==> src/rt2d_pkg.sv <==
// Shared types and constants for the 2D rigid transform block.
// No dependencies; imported by rt2d_cordic, rigid_transform_2d_top and the testbench.
`timescale 1ns / 1ps
`default_nettype none

package rt2d_pkg;

  // Configuration register indexes
  localparam logic [1:0] REG_ORIGIN_X = 2'd0;
  localparam logic [1:0] REG_ORIGIN_Y = 2'd1;
  localparam logic [1:0] REG_HEADING  = 2'd2;
  localparam int         CFG_IDX_W    = 2;

  // Heading in hundredths of a degree
  localparam int HEAD_W       = 16;
  localparam int HALF_TURN    = 18000;
  localparam int FULL_TURN    = 36000;
  localparam int QUARTER_TURN = 9000;

  // CORDIC angle: 2^-16 hundredths of a degree
  localparam int ANGLE_W     = 32;
  localparam int ANGLE_SHIFT = 16;

  // Cosine / sine in Q2.30, carried with a guard bit
  localparam int TRIG_W     = 33;
  localparam int TRIG_MAG_W = 32;
  localparam int TRIG_FRAC  = 30;
  localparam logic signed [TRIG_W-1:0] CORDIC_INV_GAIN = 33'sd652032875;

  localparam int ATAN_IDX_W = 5;
  localparam logic signed [ANGLE_W-1:0] ATAN_TAB [32] = '{
    32'sd294912000, 32'sd174096919, 32'sd91987925, 32'sd46694507,
    32'sd23437865,  32'sd11730358,  32'sd5866610,  32'sd2933484,
    32'sd1466764,   32'sd733385,    32'sd366693,   32'sd183347,
    32'sd91673,     32'sd45837,     32'sd22918,    32'sd11459,
    32'sd5730,      32'sd2865,      32'sd1432,     32'sd716,
    32'sd358,       32'sd179,       32'sd90,       32'sd45,
    32'sd22,        32'sd11,        32'sd6,        32'sd3,
    32'sd1,         32'sd1,         32'sd0,        32'sd0
  };

  typedef enum logic [1:0] {
    TRIG_IDLE,
    TRIG_RUN,
    TRIG_DONE
  } trig_state_t;

  // Cosine and sine of the heading in sign-magnitude form
  typedef struct packed {
    logic                  c_neg;
    logic [TRIG_MAG_W-1:0] c_mag;
    logic                  s_neg;
    logic [TRIG_MAG_W-1:0] s_mag;
  } trig_t;

endpackage

`default_nettype wire

==> src/rt2d_cordic.sv <==
// Iterative CORDIC: cosine and sine of the heading, one stage per cycle.
// Depends on rt2d_pkg (angle table, trig_t, state type).
`timescale 1ns / 1ps
`default_nettype none

module rt2d_cordic #(
  parameter int STAGES = 16
) (
  input  wire logic                               clk,
  input  wire logic                               rst,
  input  wire logic                               start,
  input  wire logic signed [rt2d_pkg::HEAD_W-1:0] heading,
  output logic                                    busy,
  output rt2d_pkg::trig_t                         trig
);

  import rt2d_pkg::*;

  localparam int             CNT_W = $clog2(STAGES);
  localparam int             HW    = HEAD_W + 2;
  localparam logic [CNT_W-1:0] LAST = CNT_W'(STAGES - 1);

  trig_state_t state, state_next;

  logic signed [TRIG_W-1:0]  x, y;
  logic signed [ANGLE_W-1:0] z;
  logic                      flip;
  logic [CNT_W-1:0]          cnt;

  logic signed [HW-1:0]      h_wide, h_wrap, h_fold;
  logic                      flip_init;
  logic signed [ANGLE_W-1:0] z_init;
  logic signed [TRIG_W-1:0]  dx, dy;
  logic signed [ANGLE_W-1:0] atan;

  // Wrap into one turn, then fold by a half turn beyond a quarter turn
  always_comb begin
    h_wide = HW'(heading);
    if (h_wide >= HW'(HALF_TURN)) begin
      h_wrap = h_wide - HW'(FULL_TURN);
    end else if (h_wide < -HW'(HALF_TURN)) begin
      h_wrap = h_wide + HW'(FULL_TURN);
    end else begin
      h_wrap = h_wide;
    end
    flip_init = 1'b0;
    h_fold    = h_wrap;
    if (h_wrap > HW'(QUARTER_TURN)) begin
      h_fold    = h_wrap - HW'(HALF_TURN);
      flip_init = 1'b1;
    end else if (h_wrap < -HW'(QUARTER_TURN)) begin
      h_fold    = h_wrap + HW'(HALF_TURN);
      flip_init = 1'b1;
    end
    z_init = ANGLE_W'(h_fold) <<< ANGLE_SHIFT;
  end

  always_comb begin
    dx   = y >>> cnt;
    dy   = x >>> cnt;
    atan = ATAN_TAB[ATAN_IDX_W'(cnt)];
  end

  // Next state
  always_comb begin
    state_next = state;
    case (state)
      TRIG_IDLE: state_next = TRIG_IDLE;
      TRIG_RUN:  if (cnt == LAST) begin
        state_next = TRIG_DONE;
      end
      TRIG_DONE: state_next = TRIG_IDLE;
      default:   state_next = TRIG_IDLE;
    endcase
    if (start) begin
      state_next = TRIG_RUN;
    end
  end

  // Outputs
  always_comb begin
    case (state)
      TRIG_IDLE: busy = start;
      TRIG_RUN:  busy = 1'b1;
      TRIG_DONE: busy = 1'b1;
      default:   busy = 1'b1;
    endcase
  end

  always_ff @(posedge clk) begin
    if (rst) begin
      state <= TRIG_IDLE;
    end else begin
      state <= state_next;
    end
  end

  always_ff @(posedge clk) begin
    if (start) begin
      x    <= CORDIC_INV_GAIN;
      y    <= '0;
      z    <= z_init;
      flip <= flip_init;
      cnt  <= '0;
    end else if (state == TRIG_RUN) begin
      if (z >= 0) begin
        x <= x - dx;
        y <= y + dy;
        z <= z - atan;
      end else begin
        x <= x + dx;
        y <= y - dy;
        z <= z + atan;
      end
      cnt <= cnt + 1'b1;
    end
  end

  // Convert to sign-magnitude; the fold negates both
  always_ff @(posedge clk) begin
    if (state == TRIG_DONE) begin
      trig.c_neg <= x[TRIG_W-1] ^ flip;
      trig.s_neg <= y[TRIG_W-1] ^ flip;
      trig.c_mag <= TRIG_MAG_W'(x[TRIG_W-1] ? -x : x);
      trig.s_mag <= TRIG_MAG_W'(y[TRIG_W-1] ? -y : y);
    end
  end

  a_start_runs: assert property (@(posedge clk) disable iff (rst)
    start |=> (state == TRIG_RUN) && (cnt == '0))
    else $error("CORDIC did not restart on request");

  a_done_once: assert property (@(posedge clk) disable iff (rst)
    (state == TRIG_DONE) && !start |=> (state == TRIG_IDLE))
    else $error("CORDIC stayed in its final stage");

  a_busy_cover: assert property (@(posedge clk) disable iff (rst)
    (state != TRIG_IDLE) |-> busy)
    else $error("CORDIC working while not busy");

endmodule

`default_nettype wire

==> config.mk <==
export PLATFORM = sky130hd
export DESIGN_NAME = rt2d_cordic
export DESIGN_NICKNAME = d
export VERILOG_FILES = /design/src/rt2d_pkg.sv /design/src/rt2d_cordic.sv
export SDC_FILE = /design/constraint.sdc
export NUM_CORES = 1
export LEC_CHECK = 0
export BUFFER_PORTS_ARGS = -buffer_cell sky130_fd_sc_hd__buf_4
export CAP_MARGIN = 10
export CORE_MARGIN = 2
export CORE_UTILIZATION = 25
export DETAILED_ROUTE_END_ITERATION = 10
export PLACE_DENSITY = 0.42
export SLEW_MARGIN = 20
export SYNTH_ARGS = -nofsm -noshare
export SYNTH_HDL_FRONTEND = slang
export SYNTH_SLANG_ARGS = --single-unit
==> constraint.sdc <==
create_clock -name clk -period 15.1 [get_ports clk]
set_clock_uncertainty 0.2 [all_clocks]
set_input_delay 1.51 -clock clk [delete_from_list [all_inputs] [get_ports clk]]
set_output_delay 1.51 -clock clk [all_outputs]
set_load 0.01 [all_outputs]
==> results.sh <==
export IMPL_ys_flop_type="dfxtp_1"
export IMPL_vias=17430
export IMPL_synth_cells=2273
export IMPL_leakage_nw=7.788
export IMPL_drtIter0Drc=1321
export IMPL_antenna_cells=0
export IMPL_drive_gt1_frac=0.1184
export IMPL_cts_root_buffer="clkbuf_16"
export IMPL_powerDensity_nw_per_um2=211.7
export IMPL_ys_ff_latch=171
export IMPL_hp_class="reg -> reg"
export IMPL_crit_required_ns=15.28
export IMPL_worst_slack_ns=7.524
export IMPL_yosysUniqueCellTypes=86
export IMPL_crit_fanout=53
export IMPL_htreeDepth=4
export IMPL_cts_tree="yes"
export IMPL_grt_ovfl_total=0
export IMPL_clk_insertion_delay_late_ns=0.50
export IMPL_hold_buffers=0
export IMPL_synth_xor_area_frac=0.1166
export IMPL_grt_pass1_wl_microns=103300
export IMPL_path_clk_slew_ns=0.08
export IMPL_nFillCells=7971
export IMPL_post_cts_resize_count=0
export IMPL_synth_area_mux_share=0.1349
export IMPL_synth_area_sq_um=18940
export IMPL_ir_worst_vdd_uv=79.17
export IMPL_max_freq_mhz=132.0
export IMPL_area_growth_syn_to_layout_pct=10.33
export IMPL_whs_ns=0.2608
export IMPL_synth_area_per_cell_sq_um=8.331
export IMPL_dieArea_sq_um=77960
export IMPL_initial_core_util=0.2535
export IMPL_post_dp_cell_area_sq_um=20310
export IMPL_grt_pass1_vias=17420
export IMPL_numCtsBuffers=17
export IMPL_die_h_microns=279.2
export IMPL_arrival_ns=7.76
export IMPL_groute_usage_overall=0.1704
export IMPL_antenna_found_initial=1
export IMPL_critical_path_startpoint_type="register"
export IMPL_drt_total_wl_microns=66830
export IMPL_status="completed"
export IMPL_final_cell_area_sq_um=20890
export IMPL_pin_count=86
export IMPL_cts_sinks=171
export IMPL_rsz0062_at_grt="no"
export IMPL_synth_compound_area_frac=0.2224
export IMPL_finalSetupTns_ns=0
export IMPL_worst_pin_slew_ns=0.9866
export IMPL_clk_path_buf_depth=2
export IMPL_core_area_sq_um=74700
export IMPL_slew_viol_final=0
export IMPL_final_util=0.2797
export IMPL_wl_per_cell_microns=20.79
export IMPL_viasPerCell=5.420
export IMPL_final_common_cell="nand2_1"
export IMPL_period_needed_ns=7.576
export IMPL_port_buffers=85
export IMPL_rows=100
export IMPL_first_pass_iters=5
export IMPL_period_share=0.5017
export IMPL_die_w_microns=279.2
export IMPL_mostFrequentLayoutCells="nand2_1, a21oi_1, xnor2_1"
export IMPL_gp_congestion=0.9056
export IMPL_worstSetupPathType="reg -> reg"
export IMPL_async_reset_ff_frac=0
export IMPL_setup_violations=0
export IMPL_synth_edff_count=83
export IMPL_drc_errors=0
export IMPL_cts_setup_buffers=0
export IMPL_nNetsFinal=2373
export IMPL_cap_violations=0
export IMPL_yosys_area_share_simple=0.1715
export IMPL_grt_max_degree=75
export IMPL_synthAdderAreaFrac=0.08114
export IMPL_end_kind="register"
export IMPL_hold_viol_final=0
export IMPL_synth_warnings=0
export IMPL_yosysSeqAreaShare=0.2247
export IMPL_ant_nets=0
export IMPL_synth_top_family_by_area="compound AO/OA/AOI/OAI gates"
export IMPL_post_dp_hpwl_microns=48520
export IMPL_maxSlewHeadroom=0.3252
export IMPL_pre_cts_slack_ns=7.768
export IMPL_syn_nets=2413
-- worst paths after layout --
kind | startpoint | endpoint | slack, ns | cells after the start
max | cnt[1] | x[32] | 7.52 | 19
min | z[7] | z[7] | 0.26 | 2
max reg2reg | cnt[1] | x[32] | 7.52 | 19
min reg2reg | z[7] | z[7] | 0.26 | 2
-- final cells by class --
type / count / area (sq um) / area share
Clock buffer: 18 / 429.2 / 0.02054
Clock inverter: 14 / 147.6 / 0.007067
Inverter: 55 / 206.4 / 0.009881
Multi-Input combinational cell: 1876 / 13790 / 0.6598
Sequential cell: 171 / 4270 / 0.2044
Tap cell: 969 / 1212 / 0.05803
Timing Repair Buffer: 112 / 840.8 / 0.04024
-- metrics by stage --
step,power (mW),cells
3_3_place_gp,3.932,3183
3_5_place_dp,3.933,3183
5_1_grt,4.817,3215
2_1_floorplan,3.188,2273
6_report,4.423,3215
4_1_cts,4.432,3215
-- metal layers --
layer  wire length, microns  track usage  up-vias  share of wire
li1                       -            -     8354              -
met1                  29950       0.2187     8512           0.45
met2                  32420       0.2897      463           0.49
met3                   2811      0.02602       97          0.042
met4                   1657      0.05873        0          0.025
met5                      0            0        -              0
-- state kept, by name, indices dropped and copies added, names as in the netlist --
name   flops
y         33
cnt        4
trig      66
state      2
z         32
x         33
flip       1
-- kinds of logic (layout without fill, tap and decap cells) --
kind of cell             Yosys count  after routing
AO/OA/AOI/OAI                    657            657
flip-flops                       171            171
AND/OR/NAND/NOR                  683            683
XOR/XNOR                         252            252
multiplexers                     163            163
buffers and inverters            226            199
adder cells (fa/ha/maj)          121            121
-- power breakdown --
part	internal (mW)	leakage [nW]	switching, mW
Clock	0.221	0.287	0.239
Sequential	0.620	1.50	0.280
Combinational	1.32	6.00	1.74
-- worst max-delay path, stage by stage (launching register included) --
cell and delay, ns:
dfxtp_4 0.90, buf_4 0.73, mux4_2 0.41, a22o_1 0.29, a21o_1 0.19, nor3b_1 0.46
nand4_1 0.35, o31ai_1 0.36, xnor2_1 0.17, ha_1 0.32, a21oi_1 0.23, nand2_1 0.08
a2111oi_0 0.84, nand3_1 0.31, a311oi_1 0.61, o21ai_0 0.20, a21oi_1 0.20, nor2_1 0.05
mux2i_1 0.18, mux2_1 0.34
-- cells in the mapped netlist (65+ instances only) --
cell / n / area [sq um]
a21oi_1: 172 / 860.8
clkbuf_1: 120 / 450.4
dfxtp_1: 88 / 1762
edfxtp_1: 83 / 2492
ha_1: 118 / 1476
mux2i_1: 65 / 650.6
mux4_2: 71 / 1599
nand2_1: 275 / 1032
nor2_1: 140 / 525.5
o21ai_0: 131 / 655.6
xnor2_1: 162 / 1419
xor2_1: 90 / 788.3
No activity file was read; power rests on OpenSTA's default activity.
